**src/hdl/hps_pkg.sv**
```systemverilog
`timescale 1ns / 1ps
// ----------------------------------------------------------------------------
// hps_pkg: shared types and constants for the Hamiltonian path search
// Field widths, configuration register indexes and sequencer states.
// ----------------------------------------------------------------------------
package hps_pkg;

  localparam int VERTEX_W   = 4;
  localparam int WEIGHT_W   = 16;
  localparam int CFG_IDX_W  = 4;
  localparam int CFG_DATA_W = 5;
  localparam int COUNT_W    = 5;

  localparam logic [CFG_IDX_W-1:0] CFG_REQUIRE_CYCLE = CFG_IDX_W'(0);
  localparam logic [CFG_IDX_W-1:0] CFG_VERTEX_COUNT  = CFG_IDX_W'(1);

  localparam logic KIND_LOAD   = 1'b0;
  localparam logic KIND_SEARCH = 1'b1;

  typedef enum logic [1:0] {
    ST_IDLE,
    ST_SCAN,
    ST_CLOSE,
    ST_EMIT
  } state_t;

endpackage

```
**src/hdl/hps_if.sv**
```systemverilog
`timescale 1ns / 1ps
// ----------------------------------------------------------------------------
// hps_if: item channels of the Hamiltonian path search
// Input item channel, result item channel and configuration write channel.
// ----------------------------------------------------------------------------
interface hps_in_if;
  logic                                  valid;
  logic                                  ready;
  logic                                  kind;
  logic        [hps_pkg::VERTEX_W-1:0]   row_vertex;
  logic        [hps_pkg::VERTEX_W-1:0]   col_vertex;
  logic signed [hps_pkg::WEIGHT_W-1:0]   weight;
  logic        [hps_pkg::VERTEX_W-1:0]   start_vertex;

  modport source (output valid, kind, row_vertex, col_vertex, weight, start_vertex,
                  input ready);
  modport sink (input valid, kind, row_vertex, col_vertex, weight, start_vertex,
                output ready);
endinterface

interface hps_out_if;
  logic                           valid;
  logic                           ready;
  logic [hps_pkg::VERTEX_W-1:0]   vertex;
  logic                           found;
  logic                           last;

  modport source (output valid, vertex, found, last, input ready);
  modport sink (input valid, vertex, found, last, output ready);
endinterface

interface hps_cfg_if;
  logic                             valid;
  logic                             ready;
  logic [hps_pkg::CFG_IDX_W-1:0]    index;
  logic [hps_pkg::CFG_DATA_W-1:0]   data;

  modport source (output valid, index, data, input ready);
  modport sink (input valid, index, data, output ready);
endinterface

```
**src/hdl/hamiltonian_path_search.sv**
```systemverilog
`timescale 1ns / 1ps
// Load: a load item is taken in its accept cycle and input ready stays high.
// A search item holds ready low from its accept until its last result is registered,
// through every rejected candidate, push, pop and closing check, then every emitted
// result, plus any stalls on the result side.
// Throughput: one neighbor test per cycle; one result per cycle while ready is high.
// Reset: synchronous; clears matrix, sequencer and result valid; cycle mode, 16 vertices.
// ----------------------------------------------------------------------------
// hamiltonian_path_search: depth-first Hamiltonian path / cycle search
// Loads an adjacency matrix one entry per item, then searches for a path (or
// cycle) that visits every vertex in use, with an explicit stack, and streams
// the path out one vertex per result item.
// ----------------------------------------------------------------------------
module hamiltonian_path_search #(
  parameter int MAX_VERTICES = 16
) (
  input  logic         clk,
  input  logic         rst,
  hps_in_if.sink       item_in,
  hps_out_if.source    item_out,
  hps_cfg_if.sink      cfg
);

  // Vertex index width and a count width that can hold MAX_VERTICES itself
  localparam int VW = (MAX_VERTICES > 1) ? $clog2(MAX_VERTICES) : 1;
  localparam int CW = $clog2(MAX_VERTICES + 1);

  // Configuration registers
  logic                          require_cycle;
  logic [hps_pkg::COUNT_W-1:0]   vertex_count;

  // Adjacency matrix: one row of edge bits per source vertex
  logic [MAX_VERTICES-1:0]       edge_bits [MAX_VERTICES];

  // Search stack: path vertex and resume cursor per level
  logic [VW-1:0]                 path_stack [MAX_VERTICES];
  logic [CW-1:0]                 next_cand  [MAX_VERTICES];

  // Sequencer and working registers
  hps_pkg::state_t               state, state_next;
  logic [CW-1:0]                 depth, depth_next;
  logic [VW-1:0]                 top, top_next;
  logic [CW-1:0]                 cand, cand_next;
  logic [MAX_VERTICES-1:0]       visited, visited_next;
  logic [CW-1:0]                 n_run, n_run_next;
  logic [hps_pkg::VERTEX_W-1:0]  start_v, start_v_next;
  logic                          found_r, found_r_next;
  logic [VW-1:0]                 emit_idx, emit_idx_next;

  // Output register
  logic                          out_valid, out_valid_next;
  logic [hps_pkg::VERTEX_W-1:0]  out_vertex, out_vertex_next;
  logic                          out_found, out_found_next;
  logic                          out_last, out_last_next;

  // Stack write ports
  logic                          ps_we;
  logic [VW-1:0]                 ps_waddr;
  logic [VW-1:0]                 ps_wdata;
  logic                          nc_we;
  logic [VW-1:0]                 nc_waddr;
  logic [CW-1:0]                 nc_wdata;

  // Shared read taps
  logic [VW-1:0]                 rd_idx;
  logic [VW-1:0]                 ps_rd;
  logic [CW-1:0]                 nc_rd;
  logic [MAX_VERTICES-1:0]       edge_row;
  logic [VW-1:0]                 cand_idx;
  logic [VW-1:0]                 pop_idx;
  logic [CW-1:0]                 n_cur;
  logic                          in_accept;
  logic                          load_en;
  logic                          load_edge;
  logic [VW-1:0]                 load_row;
  logic [VW-1:0]                 load_col;
  logic                          close_ok;
  logic [MAX_VERTICES-1:0]       one_hot_base;

  assign one_hot_base = {{(MAX_VERTICES-1){1'b0}}, 1'b1};

  assign item_in.ready = (state == hps_pkg::ST_IDLE);
  assign cfg.ready     = 1'b1;
  assign in_accept     = item_in.valid && item_in.ready;

  assign item_out.valid  = out_valid;
  assign item_out.vertex = out_vertex;
  assign item_out.found  = out_found;
  assign item_out.last   = out_last;

  // Vertices in use: zero counts as one, anything above the matrix saturates
  always_comb begin
    if (vertex_count == '0) begin
      n_cur = CW'(1);
    end else if (32'(vertex_count) > MAX_VERTICES) begin
      n_cur = CW'(MAX_VERTICES);
    end else begin
      n_cur = CW'(vertex_count);
    end
  end

  // Load decode: an entry is an edge when its signed weight is above zero
  assign load_en   = in_accept && (item_in.kind == hps_pkg::KIND_LOAD) &&
                     (32'(item_in.row_vertex) < MAX_VERTICES) &&
                     (32'(item_in.col_vertex) < MAX_VERTICES);
  assign load_edge = (item_in.weight > 16'sd0);
  assign load_row  = VW'(item_in.row_vertex);
  assign load_col  = VW'(item_in.col_vertex);

  // One read address for the stack: the emit index while streaming, else the
  // level under the top (where a pop resumes)
  assign pop_idx  = VW'(depth - CW'(2));
  assign rd_idx   = (state == hps_pkg::ST_EMIT) ? emit_idx : pop_idx;
  assign ps_rd    = path_stack[rd_idx];
  assign nc_rd    = next_cand[rd_idx];
  assign edge_row = edge_bits[top];
  assign cand_idx = cand[VW-1:0];
  assign close_ok = !require_cycle || edge_row[VW'(start_v)];

  // Sequencer: next state, working registers and output register
  always_comb begin
    state_next      = state;
    depth_next      = depth;
    top_next        = top;
    cand_next       = cand;
    visited_next    = visited;
    n_run_next      = n_run;
    start_v_next    = start_v;
    found_r_next    = found_r;
    emit_idx_next   = emit_idx;
    out_valid_next  = out_valid && !item_out.ready;
    out_vertex_next = out_vertex;
    out_found_next  = out_found;
    out_last_next   = out_last;
    ps_we           = 1'b0;
    ps_waddr        = '0;
    ps_wdata        = '0;
    nc_we           = 1'b0;
    nc_waddr        = '0;
    nc_wdata        = '0;

    unique case (state)
      hps_pkg::ST_IDLE: begin
        if (in_accept && (item_in.kind == hps_pkg::KIND_SEARCH)) begin
          start_v_next  = item_in.start_vertex;
          n_run_next    = n_cur;
          found_r_next  = 1'b0;
          emit_idx_next = '0;
          if (32'(item_in.start_vertex) < 32'(n_cur)) begin
            // Seed the stack with the start vertex
            visited_next = one_hot_base << VW'(item_in.start_vertex);
            ps_we        = 1'b1;
            ps_waddr     = '0;
            ps_wdata     = VW'(item_in.start_vertex);
            depth_next   = CW'(1);
            top_next     = VW'(item_in.start_vertex);
            cand_next    = '0;
            state_next   = (n_cur == CW'(1)) ? hps_pkg::ST_CLOSE : hps_pkg::ST_SCAN;
          end else begin
            // Start outside the vertices in use: report failure at once
            state_next = hps_pkg::ST_EMIT;
          end
        end
      end

      hps_pkg::ST_SCAN: begin
        if (cand < n_run) begin
          if (edge_row[cand_idx] && !visited[cand_idx]) begin
            // Push: remember where this level resumes, descend into the candidate
            nc_we        = 1'b1;
            nc_waddr     = VW'(depth - CW'(1));
            nc_wdata     = cand + CW'(1);
            ps_we        = 1'b1;
            ps_waddr     = VW'(depth);
            ps_wdata     = cand_idx;
            visited_next = visited | (one_hot_base << cand_idx);
            depth_next   = depth + CW'(1);
            top_next     = cand_idx;
            cand_next    = '0;
            if (depth + CW'(1) == n_run) begin
              state_next = hps_pkg::ST_CLOSE;
            end
          end else begin
            cand_next = cand + CW'(1);
          end
        end else begin
          // Neighbors exhausted: drop the top vertex
          visited_next = visited & ~(one_hot_base << top);
          if (depth == CW'(1)) begin
            depth_next = '0;
            state_next = hps_pkg::ST_EMIT;
          end else begin
            depth_next = depth - CW'(1);
            top_next   = ps_rd;
            cand_next  = nc_rd;
          end
        end
      end

      hps_pkg::ST_CLOSE: begin
        if (close_ok) begin
          found_r_next = 1'b1;
          state_next   = hps_pkg::ST_EMIT;
        end else if (depth == CW'(1)) begin
          // Single vertex without a self edge
          state_next = hps_pkg::ST_EMIT;
        end else begin
          // Full length but not closing: back off one level and keep scanning
          visited_next = visited & ~(one_hot_base << top);
          depth_next   = depth - CW'(1);
          top_next     = ps_rd;
          cand_next    = nc_rd;
          state_next   = hps_pkg::ST_SCAN;
        end
      end

      hps_pkg::ST_EMIT: begin
        if (!out_valid || item_out.ready) begin
          out_valid_next = 1'b1;
          out_found_next = found_r;
          if (found_r) begin
            out_vertex_next = hps_pkg::VERTEX_W'(ps_rd);
            out_last_next   = (emit_idx == VW'(depth - CW'(1)));
          end else begin
            out_vertex_next = start_v;
            out_last_next   = 1'b1;
          end
          if (!found_r || (emit_idx == VW'(depth - CW'(1)))) begin
            state_next = hps_pkg::ST_IDLE;
          end else begin
            emit_idx_next = emit_idx + VW'(1);
          end
        end
      end

      default: begin
        state_next = hps_pkg::ST_IDLE;
      end
    endcase
  end

  // State register
  always_ff @(posedge clk) begin
    if (rst) begin
      state <= hps_pkg::ST_IDLE;
    end else begin
      state <= state_next;
    end
  end

  // Control registers
  always_ff @(posedge clk) begin
    if (rst) begin
      depth         <= '0;
      visited       <= '0;
      out_valid     <= 1'b0;
      require_cycle <= 1'b1;
      vertex_count  <= hps_pkg::COUNT_W'(16);
    end else begin
      depth     <= depth_next;
      visited   <= visited_next;
      out_valid <= out_valid_next;
      if (cfg.valid && cfg.ready) begin
        unique case (cfg.index)
          hps_pkg::CFG_REQUIRE_CYCLE: require_cycle <= cfg.data[0];
          hps_pkg::CFG_VERTEX_COUNT:  vertex_count  <= cfg.data[hps_pkg::COUNT_W-1:0];
          default: ;
        endcase
      end
    end
  end

  // Adjacency matrix, cleared at reset
  always_ff @(posedge clk) begin
    if (rst) begin
      for (int r = 0; r < MAX_VERTICES; r++) begin
        edge_bits[r] <= '0;
      end
    end else if (load_en) begin
      edge_bits[load_row][load_col] <= load_edge;
    end
  end

  // Payload registers and stack storage
  always_ff @(posedge clk) begin
    top        <= top_next;
    cand       <= cand_next;
    n_run      <= n_run_next;
    start_v    <= start_v_next;
    found_r    <= found_r_next;
    emit_idx   <= emit_idx_next;
    out_vertex <= out_vertex_next;
    out_found  <= out_found_next;
    out_last   <= out_last_next;
    if (ps_we) begin
      path_stack[ps_waddr] <= ps_wdata;
    end
    if (nc_we) begin
      next_cand[nc_waddr] <= nc_wdata;
    end
  end

endmodule

```
**src/flat_wrapper.sv**
```systemverilog
// flat-port wrapper written by rule: the top's interface ports become plain ports
module hamiltonian_path_search_flat 
#(
  parameter int MAX_VERTICES = 16
)
  (clk, rst, item_in_valid, item_in_kind, item_in_row_vertex, item_in_col_vertex, item_in_weight, item_in_start_vertex, item_in_ready, item_out_valid, item_out_vertex, item_out_found, item_out_last, item_out_ready, cfg_valid, cfg_index, cfg_data, cfg_ready);
  hps_in_if item_in_i ();
  hps_out_if item_out_i ();
  hps_cfg_if cfg_i ();
  input  logic clk;
  input  logic rst;
  input wire logic [$bits(item_in_i.valid)-1:0] item_in_valid;
  input wire logic [$bits(item_in_i.kind)-1:0] item_in_kind;
  input wire logic [$bits(item_in_i.row_vertex)-1:0] item_in_row_vertex;
  input wire logic [$bits(item_in_i.col_vertex)-1:0] item_in_col_vertex;
  input wire logic [$bits(item_in_i.weight)-1:0] item_in_weight;
  input wire logic [$bits(item_in_i.start_vertex)-1:0] item_in_start_vertex;
  output wire logic [$bits(item_in_i.ready)-1:0] item_in_ready;
  output wire logic [$bits(item_out_i.valid)-1:0] item_out_valid;
  output wire logic [$bits(item_out_i.vertex)-1:0] item_out_vertex;
  output wire logic [$bits(item_out_i.found)-1:0] item_out_found;
  output wire logic [$bits(item_out_i.last)-1:0] item_out_last;
  input wire logic [$bits(item_out_i.ready)-1:0] item_out_ready;
  input wire logic [$bits(cfg_i.valid)-1:0] cfg_valid;
  input wire logic [$bits(cfg_i.index)-1:0] cfg_index;
  input wire logic [$bits(cfg_i.data)-1:0] cfg_data;
  output wire logic [$bits(cfg_i.ready)-1:0] cfg_ready;
  assign item_in_i.valid = item_in_valid;
  assign item_in_i.kind = item_in_kind;
  assign item_in_i.row_vertex = item_in_row_vertex;
  assign item_in_i.col_vertex = item_in_col_vertex;
  assign item_in_i.weight = item_in_weight;
  assign item_in_i.start_vertex = item_in_start_vertex;
  assign item_in_ready = item_in_i.ready;
  assign item_out_valid = item_out_i.valid;
  assign item_out_vertex = item_out_i.vertex;
  assign item_out_found = item_out_i.found;
  assign item_out_last = item_out_i.last;
  assign item_out_i.ready = item_out_ready;
  assign cfg_i.valid = cfg_valid;
  assign cfg_i.index = cfg_index;
  assign cfg_i.data = cfg_data;
  assign cfg_ready = cfg_i.ready;
  hamiltonian_path_search #(.MAX_VERTICES(MAX_VERTICES)) u_core (.clk(clk), .rst(rst), .item_in(item_in_i), .item_out(item_out_i), .cfg(cfg_i));
endmodule
```
**config.mk**
```make
export PLATFORM = sky130hd
export DESIGN_NAME = hamiltonian_path_search_flat
export DESIGN_NICKNAME = d
export VERILOG_FILES = /design/src/hdl/hps_pkg.sv /design/src/hdl/hps_if.sv /design/src/hdl/hamiltonian_path_search.sv /design/src/flat_wrapper.sv
export SDC_FILE = /design/constraint.sdc
export NUM_CORES = 1
export LEC_CHECK = 0
export ABC_CLOCK_PERIOD_IN_PS = 4800
export BUFFER_PORTS_ARGS = -buffer_cell sky130_fd_sc_hd__buf_2
export CAP_MARGIN = 20
export CORE_MARGIN = 4
export CORE_UTILIZATION = 40
export DETAILED_ROUTE_END_ITERATION = 12
export GPL_TIMING_DRIVEN = 0
export SYNTH_ARGS = -nofsm -noshare
export SYNTH_HDL_FRONTEND = slang
export SYNTH_SLANG_ARGS = --single-unit
```
**constraint.sdc**
```tcl
create_clock -name clk -period 4.8 [get_ports clk]
set_input_delay 0.24 -clock clk [delete_from_list [all_inputs] [get_ports clk]]
set_output_delay 0.24 -clock clk [all_outputs]
set_load 0.01 [all_outputs]
```
# Word level (Yosys, flattened, before mapping)
# Memory sizes are Yosys's and may differ from the RTL's. A register that Yosys moved wholly into a read port is not among the register bits.
# Index checks and enable logic that the tools add are counted.
[word_totals] mem_bits_ro=0 word_cells=183 n_memories=3 out_inout_bits=9 mem_bits_rw=400 latch_bits=0 ff_bits=59
[mem_list] memory="u_core.edge_bits" depth=16 word_bits=16 read_ports=1 rd_ports_with_merged_regs=1 write_ports=16 line="hamiltonian_path_search.sv:33" source="logic [MAX_VERTICES-1:0] edge_bits [MAX_VERTICES];"
[mem_list] memory="u_core.next_cand" depth=16 word_bits=5 read_ports=1 rd_ports_with_merged_regs=0 write_ports=1 line="hamiltonian_path_search.sv:37" source="logic [CW-1:0] next_cand [MAX_VERTICES];"
[mem_list] memory="u_core.path_stack" depth=16 word_bits=4 read_ports=1 rd_ports_with_merged_regs=0 write_ports=1 line="hamiltonian_path_search.sv:36" source="logic [VW-1:0] path_stack [MAX_VERTICES];"
[op_classes] n_bitwise=4 div_mod_pow=0 eq_ne=19 n_reduce_logical=31 n_shift=3 mul=0 muxes=95 n_lt_le_gt_ge=8 add_sub_neg=5
[ops] operator="16-bit two-way mux" n=9
[ops] operator="4-bit two-way mux" n=23
[ops] operator="5-bit two-way mux" n=18
[ops] operator="16-bit one-hot mux with 3 select lines" n=1
[ops] operator="1-bit by 4-bit left shift with 16-bit output (first input constant)" n=3
[ops] operator="5-bit one-hot mux with 3 select lines" n=2
[ops] operator="2-bit two-way mux" n=11
[ops] operator="1-bit two-way mux" n=21
[ops] operator="16-bit AND" n=1
[ops] operator="16-bit by 1-bit greater-than comparator with 1-bit output (second input constant)" n=1
[ops] operator="16-bit inverter" n=1
[ops] operator="16-bit OR" n=1
[ops] operator="4-bit one-hot mux with 2 select lines" n=2
[ops] operator="16-bit OR reduction" n=1
[ops] operator="4-bit by 5-bit less-than comparator with 1-bit output (second input constant)" n=3
[ops] operator="2-bit inequality test (second input constant)" n=7
[ops] operator="1-bit binary-select mux with 4-bit select" n=3
[ops] operator="4-bit one-hot mux with 3 select lines" n=1
[ops] operator="6-bit AND reduction" n=2
[ops] operator="5-bit by 1-bit adder with 5-bit output (second input constant)" n=2
[ops] operator="5-bit by 1-bit equality test with 1-bit output (second input constant)" n=2
[ops] operator="2-bit one-hot mux with 4 select lines" n=1
[ops] operator="2-bit AND reduction" n=4
[ops] operator="4-bit AND reduction" n=2
[ops] operator="28 further kinds" n=43

# Logic depth before layout (Yosys ltp)
# Gate-level depths: netlist (run 1).
[depth] word_depth=9 depth_mapped=15

# Least setup slack after synthesis (run 1)
# No wires, ideal clock.
[synth_path] path_kind="register -> register" from="reg u_core.cand[0]" to="mem u_core.next_cand[6][0] in the netlist's numbering (enable)" path_stages_with_launch=11 slack_ns=1.284 required_ns=4.426 arrival_time_ns=3.143 setup_time_ns=0.374 synth_period_minus_slack_ns=3.516 n_path_buf=2 cell_sequence="edfxtp_1 -> buf_2 -> mux4_2 -> and2_1 -> a211oi_1 -> o21ai_0 -> a2111o_1 -> and4bb_1 -> buf_4 -> or4_4 -> nor3_1"
[synth_via] elab_chain_cells=9
[synth_lines] element="start, declared" line="hamiltonian_path_search.sv:43" source="logic [CW-1:0] cand, cand_next;"
[synth_lines] element="start signal, assigned" line="hamiltonian_path_search.sv:287" source="cand <= cand_next;"
[synth_lines] element="1-bit binary-select mux with 4-bit select" line="hamiltonian_path_search.sv:168" source="if (edge_row[cand_idx] && !visited[cand_idx]) begin"
[synth_lines] element="1-bit two-way mux (not written as such)" line="hamiltonian_path_search.sv:168"
[synth_lines] element="1-bit logical NOT" line="hamiltonian_path_search.sv:168"
[synth_lines] element="1-bit logical AND" line="hamiltonian_path_search.sv:168"
[synth_lines] element="1-bit two-way mux" line="hamiltonian_path_search.sv:168"
[synth_lines] element="1-bit two-way mux" line="hamiltonian_path_search.sv:167" source="if (cand < n_run) begin"
[synth_lines] element="1-bit two-way mux" line="hamiltonian_path_search.sv:142" source="unique case (state)"
[synth_lines] element="1-bit two-way mux" line="hamiltonian_path_search.sv:298" source="if (nc_we) begin"
[synth_lines] element="1-bit two-way mux (not written as such)" line="hamiltonian_path_search.sv:299" source="next_cand[nc_waddr] <= nc_wdata;"
[synth_lines] element="end, declared" line="hamiltonian_path_search.sv:37"
# Parallel ways exist; a longest one is shown, timed or not. The select of a mux whose other input is x is not followed.

==> results of run 1 <==
[flip-flops by register name (all words and copies together), names as in the netlist, named ones only]
name                    count
u_core.path_stack          64
u_core.item_out.found       1
u_core.require_cycle        1
u_core.n_run                5
u_core.next_cand           80
u_core.visited             16
u_core.start_v              4
u_core.item_out.last        1
u_core.emit_idx             4
u_core.found_r              1
u_core.depth                5
u_core.cand                 5
u_core.state                2
u_core.vertex_count         5
u_core.item_out.vertex      4
u_core.item_out.valid       1
u_core.top                  4
u_core.edge_bits          256
[worst max-delay path: cells and delay by family (launching register included)]
family	cells	cell delay, ns
AND/OR/NAND/NOR	6	2.30
AO/OA/AOI/OAI	3	1.02
buffers and inverters	3	0.76
flip-flops	1	0.32
[metal layers]
layer	up-vias	part of all wire, %
met2	1215	46
met1	9141	38
met4	4	5.3
li1	7909	-
met5	-	0.23
met3	274	10
[final timing paths]
path	endpoint	slack [ns]
setup / recovery	u_core.path_stack[1][0]	-0.006
hold / removal	u_core.start_v[1]	0.03
setup reg to reg	u_core.path_stack[1][0]	-0.006
hold reg to reg	u_core.visited[9]	0.48
[layout by cell type, fill, tap and decap left out, drive strengths merged, types with 47 or more instances in the layout]
| master | instances |
|---|---|
| mux4 | 67 |
| buf | 94 |
| nor2 | 334 |
| a21oi | 57 |
| nand2 | 120 |
| o21ai | 278 |
| edfxtp | 429 |
| clkbuf | 238 |
| mux2i | 94 |
| nand3 | 47 |
[cells by family (layout without fill, tap and decap cells)]
family / after synthesis / count (layout) / share of synthesized area (%)
simple gates: 657 / 657 / 12.5
compound gates: 493 / 493 / 12.5
flops: 463 / 463 / 57.2
buf+inv: 238 / 392 / 4.51
mux: 176 / 176 / 11.3
fa+ha+maj: 24 / 24 / 1.27
xor+xnor: 21 / 21 / 0.775
other cells: 1 / 2 / 0.0158
[layout make-up]
cell class,instances,area share (%)
Multi-Input combinational cell,1372,34.2
Clock inverter,22,0.827
Antenna cell,1,0.00940
Buffer,208,3.54
Clock buffer,67,4.90
Inverter,30,0.470
Tap cell,765,3.60
Sequential cell,463,50.9
Timing Repair Buffer,65,1.51
[what timing repair did]
| action | in CTS | in global routing |
|---|---|---|
| resized for setup | 0 | 0 |
| hold buffers | 8 | 0 |
| hold endpoints to repair | 8 | 0 |
[report_power, final]
part	switching, mW	internal (mW)
Sequential	0.198	4.75
Clock	1.64	2.12
Combinational	3.21	1.83
==> summary.txt, run 1 <==
Cells and area
  • Area Overhead vs Synth: 12.3%
  • Share of layout cells above drive strength 1: 11.0%
  • Multi-input logic area: 9110 µm²
  • Nets: 2256
  • Final Cell Area: 26600 µm²
  • Register area: 13600 µm²
  • Final core utilization: 45.7%
  • Filler Cell Count: 5351
  • Final std cells w/o fill: 2993

Place
  • Post-place instance area: 25000 µm²
  • Routability cong.: 0.952
  • Inst Count DP: 2893
  • Placement Setup Slack: 0.174 ns
  • Post-DP HPWL: 56700 µm
  • Number of port buffers: 50

Clock tree
  • CTS sink count: 463
  • Postcts setup bufs: 0
  • Clock buffer depth: 3
  • H-tree depth: 2
  • Worst-path clk slew: 0.06 ns
  • CTS tree: built
  • Root buf cell: clkbuf_16
  • Clock Latency Late Sink: 0.62 ns
  • Cts bufs inserted: 49

GRT
  • M1 GR Usage: 33.2%
  • Initial antenna violation count: 3
  • Vias in the first global route: 18280
  • GRT Util Overall: 25.5%
  • Total grt overflow: 0
  • Gr busiest metal: met2
  • Met3 Resource Use GR: 5.29%
  • M2 GR Usage: 41.0%
  • First-pass GRT wire length: 120000 µm
  • Pin count of the biggest net entering global routing: 17

STA
  • Fin Hold WS: 0.0325 ns
  • Slew Viols, Final: 0
  • Count of final hold-check violations: 0
  • Fin Setup TNS: -0.0201 ns
  • Final setup violating endpoints: 4
  • Min cycle time layout: 4.81 ns
  • Worst slew pin tran: 1.15 ns
  • Fmax: 0.208 GHz
  • Fin crit share: 100%
  • Final WS setup: -0.00565 ns
  • Slew HR: 23.7%
  • Clock skew: 0.0314 ns
  • RSZ-0062 raised after global routing: false

Yosys
  • Dominant cells by area after synthesis: edfxtp_1, o21ai_0, mux4_2
  • Most common library cells after synthesis: edfxtp_1, nor2_1, o21ai_0
  • Post-synth top area cell: edfxtp_1
  • Mapped Nets: 2140
  • Yosys reg bits: 463
  • Distinct cells, synth: 86
  • Post-synth ARST share: 0%
  • Yosys synthesis warning count: 0
  • Number of synthesized flops with an enable pin: 429
  • Sequential area share after synthesis: 57.2%
  • Top cell type's share of synthesized area: 54.3%
  • Main synth FF type: edfxtp_1
  • Synth Cell Area: 23700 µm²
  • Cells after synthesis: 2073
  • Most frequent cell after synthesis: edfxtp_1
  • Post-Syn Area per Cell: 11.4 µm²

Critical path
  • CP max-delay cell: nor2_1
  • Startpoint Class: register
  • CP max stage delay: 0.81 ns
  • R2R depth: 12
  • Crit Path Category: register to register
  • Arrival @ worst endpoint: 5.03 ns
  • Crit Path Max Fanout: 10
  • Worst endpoint required time: 5.02 ns
  • CP endpoint kind: register
  • Critical-path cell list: buf_2 > nor2_1 > a22oi_1 > nand4_1 > a21oi_1 > a2111o_1 > and4bb_1 > buf_4 > nor2_1 > buf_2 > nand3_1 > nor3_1

Routing
  • Routed WL: 83100 µm
  • Via count: 18543
  • First-pass DRT Iterations: 10
  • Wire per inst: 27.8 µm
  • Starting DRC count in detailed routing: 2588
  • Drc violations: 0
  • Final ANT Viol Nets: 0
  • Vias per cell: 6.20

Outcome
  • Run status: finished with violations
  • Failing checks: setup timing

Power
  • VDD IR max: 0.000295 V
  • Final Power: 13.7 mW
  • P_leak: 8.82 nW
  • PwrDens: 516 nW/µm²

Worst hold path
  • Cell depth of the worst hold path: 1
  • Min-delay src: item_in_start_vertex[1]
  • HP Class: input port to register

Floorplan
  • Die area: 63300 µm²
  • I/O pin count: 52
  • Die extent in y: 252 µm
  • Die width: 252 µm
  • Initial core utilization: 40.7%
  • Number of core rows: 88
  • CORE AREA: 58200 µm²

Run
  • Max cap viols: 0
Note: power is estimated with default switching activity, not from simulation.
==> run 2: changes to the inputs <==
- CAP_MARGIN: 20 -> 25
- CORE_MARGIN: 4 -> unset
- REMOVE_ABC_BUFFERS: unset -> 1
==> summary.txt, run 2 (synthesis gave the netlist of run 1 again) <==
Critical path
  • R2R depth: 10 (was 12)
  • Crit Path Category: register to register (unchanged)
  • Startpoint Class: register (unchanged)
  • Arrival @ worst endpoint: 4.84 ns (was 5.03 ns)
  • Worst endpoint required time: 5.00 ns (was 5.02 ns)
  • Crit Path Max Fanout: 23 (was 10)
  • CP endpoint kind: register (unchanged)

Routing
  • Routed WL: 62500 µm (was 83100 µm)
  • Via count: 16566 (was 18543)
  • Vias per cell: 5.92 (was 6.20)
  • Final ANT Viol Nets: 0 (unchanged)
  • Starting DRC count in detailed routing: 1803 (was 2588)
  • First-pass DRT Iterations: 5 (was 10)
  • Wire per inst: 22.3 µm (was 27.8 µm)
  • Drc violations: 0 (unchanged)

Floorplan
  • Die area: 60300 µm² (was 63300 µm²)
  • Die width: 246 µm (was 252 µm)
  • Initial core utilization: 40.8% (was 40.7%)
  • Die extent in y: 246 µm (was 252 µm)
  • CORE AREA: 58100 µm² (was 58200 µm²)
  • I/O pin count: 52 (unchanged)
  • Number of core rows: 88 (unchanged)

Clock tree
  • CTS sink count: 463 (unchanged)
  • Clock buffer depth: 3 (unchanged)
  • Cts bufs inserted: 48 (was 49)
  • Clock Latency Late Sink: 0.60 ns (was 0.62 ns)
  • CTS tree: built (unchanged)
  • Worst-path clk slew: 0.06 ns (about the same)
  • Root buf cell: clkbuf_16 (unchanged)
  • H-tree depth: 2 (unchanged)

Cells and area
  • Share of layout cells above drive strength 1: 12.4% (was 11.0%)
  • Final core utilization: 44.8% (was 45.7%)
  • Largest regs: u_core.edge_bits x256, u_core.next_cand x80, u_core.path_stack x64 (unchanged)
  • Area Overhead vs Synth: 9.72% (was 12.3%)
  • Commonest non-fill, non-tap cells in the layout: edfxtp_1, nor2_1, o21ai_0, nand2_1, mux2i_1 (was edfxtp_1, nor2_1, o21ai_0, clkbuf_1, nand2_1)
  • Largest Register: u_core.edge_bits (unchanged)
  • Max reg flops: 256 (unchanged)
  • Nets: 2068 (was 2256)
  • Final Cell Area: 26000 µm² (was 26600 µm²)
  • Commonest non-fill, non-tap cell in the layout: edfxtp_1 (unchanged)
  • N_diodes: 0 (was 1)

Power
  • PwrDens: 501 nW/µm² (was 516 nW/µm²)
  • P_sw: 4.61 mW (was 5.04 mW)
  • Int Power: 8.44 mW (was 8.70 mW)
  • Switch share: 35.3% (was 36.7%)
  • VDD IR max: 0.000344 V (was 0.000295 V)
  • Reg power frac: 39.8% (was 36.0%)
  • Share of total power in combinational logic: 33.4% (was 36.7%)
  • Clock power share: 26.8% (was 27.3%)
  • P_leak: 8.60 nW (was 8.82 nW)

GRT
  • Vias in the first global route: 16228 (was 18280)
  • GRT Util Overall: 20.7% (was 25.5%)
  • Total grt overflow: 0 (unchanged)
  • Initial antenna violation count: 0 (was 3)
  • Pin count of the biggest net entering global routing: 137 (was 17)
  • First-pass GRT wire length: 95400 µm (was 120000 µm)

Place
  • Number of port buffers: 50 (unchanged)
  • Routability cong.: 0.895 (was 0.952)
  • Post-DP HPWL: 38700 µm (was 56700 µm)
  • Post-place instance area: 24400 µm² (was 25000 µm²)
  • Placement Setup Slack: -0.601 ns (was 0.174 ns)

STA
  • Min cycle time layout: 4.64 ns (was 4.81 ns)
  • Fin crit share: 96.8% (was 100%)
  • Clock skew: 0.0391 ns (was 0.0314 ns)
  • Fmax: 0.215 GHz (was 0.208 GHz)
  • Count of final hold-check violations: 0 (unchanged)
  • Final setup violating endpoints: 0 (was 4)
  • Slew HR: 26.9% (was 23.7%)
  • Final WS setup: 0.155 ns (was -0.00565 ns)
  • Worst slew pin tran: 1.10 ns (was 1.15 ns)
  • Slew Viols, Final: 0 (unchanged)

Worst hold path
  • HP Class: input port to register (unchanged)
  • Cell depth of the worst hold path: 4 (was 1)

Outcome
  • Run status: completed (was finished with violations)

Run
  • Max cap viols: 0 (unchanged)
-- run 2: metrics by stage --
step	std cells	setup TNS [ns]	hold WS, ns	total power, mW
finish	2800	0	0.0435	13.1
global route	2800	-0.000469	0.0347	13.6
CTS	2795	0	0.0116	13.0
detailed placement	2699	-45.73	0.465	9.51
global placement	2680	-1190.07	0.455	9.42
floorplan	1865	-44.67	0.302	8.06
-- run 2: timing repair --
action | in CTS | in global routing
setup buffers | 6 | 0
setup endpoints to repair | 179 | 42
gates resized for setup | 3 | 6
endpoints found under the hold margin | 6 | 0
hold buffers | 6 | 0
cloned | 0 | 0
-- run 2: final cells by class --
cell class / instances / area [µm²]
multi-input combinational: 1372 / 9200
clock buffer: 57 / 1240
sequential: 463 / 13600
timing repair buffer: 86 / 731
fill: 5337 / 32100
clock inverter: 27 / 191
inverter: 30 / 130
tap: 765 / 957
-- run 2: worst max-delay path, cell delays in order (launching register included) --
cell      delay [ns]
dfxtp_2         0.66
buf_12          0.27
nor2b_2         0.50
a22oi_1         0.32
nand3_1         0.18
o22ai_1         0.09
a2111o_1        0.43
and4bb_1        0.49
nor2_4          0.39
nand3_1         0.23
nor3_1          0.64
-- run 2: final timing paths --
kind | from | to | slack, ns
worst min register to register | u_core.visited[9] | u_core.visited[9] | 0.47
worst max register to register | register | u_core.next_cand[14][3] | 0.16
worst min-delay path | item_out_ready | u_core.item_out.valid | 0.04
worst max-delay path | register | u_core.next_cand[14][3] | 0.16
-- run 2: routing by layer --
layer | part of all wire [%] | wire [µm] | global-route usage, % | up-vias
li1 | - | - | - | 7528
met1 | 41 | 25400 | 26.7 | 8238
met2 | 49 | 30500 | 34.8 | 659
met3 | 7.0 | 4360 | 3.12 | 141
met4 | 3.6 | 2270 | 8.79 | 0
met5 | 0 | 0 | 0 | -
-- run 2: power groups by stage --
stage	Clock, mW	Sequential (mW)	Combinational (mW)
after CTS	3.55	5.18	4.31
after detailed placement	0	5.31	4.20
final	3.50	5.19	4.36
after global placement	0	5.52	3.90
after global routing	3.69	5.22	4.66
after floorplan	0	5.23	2.83
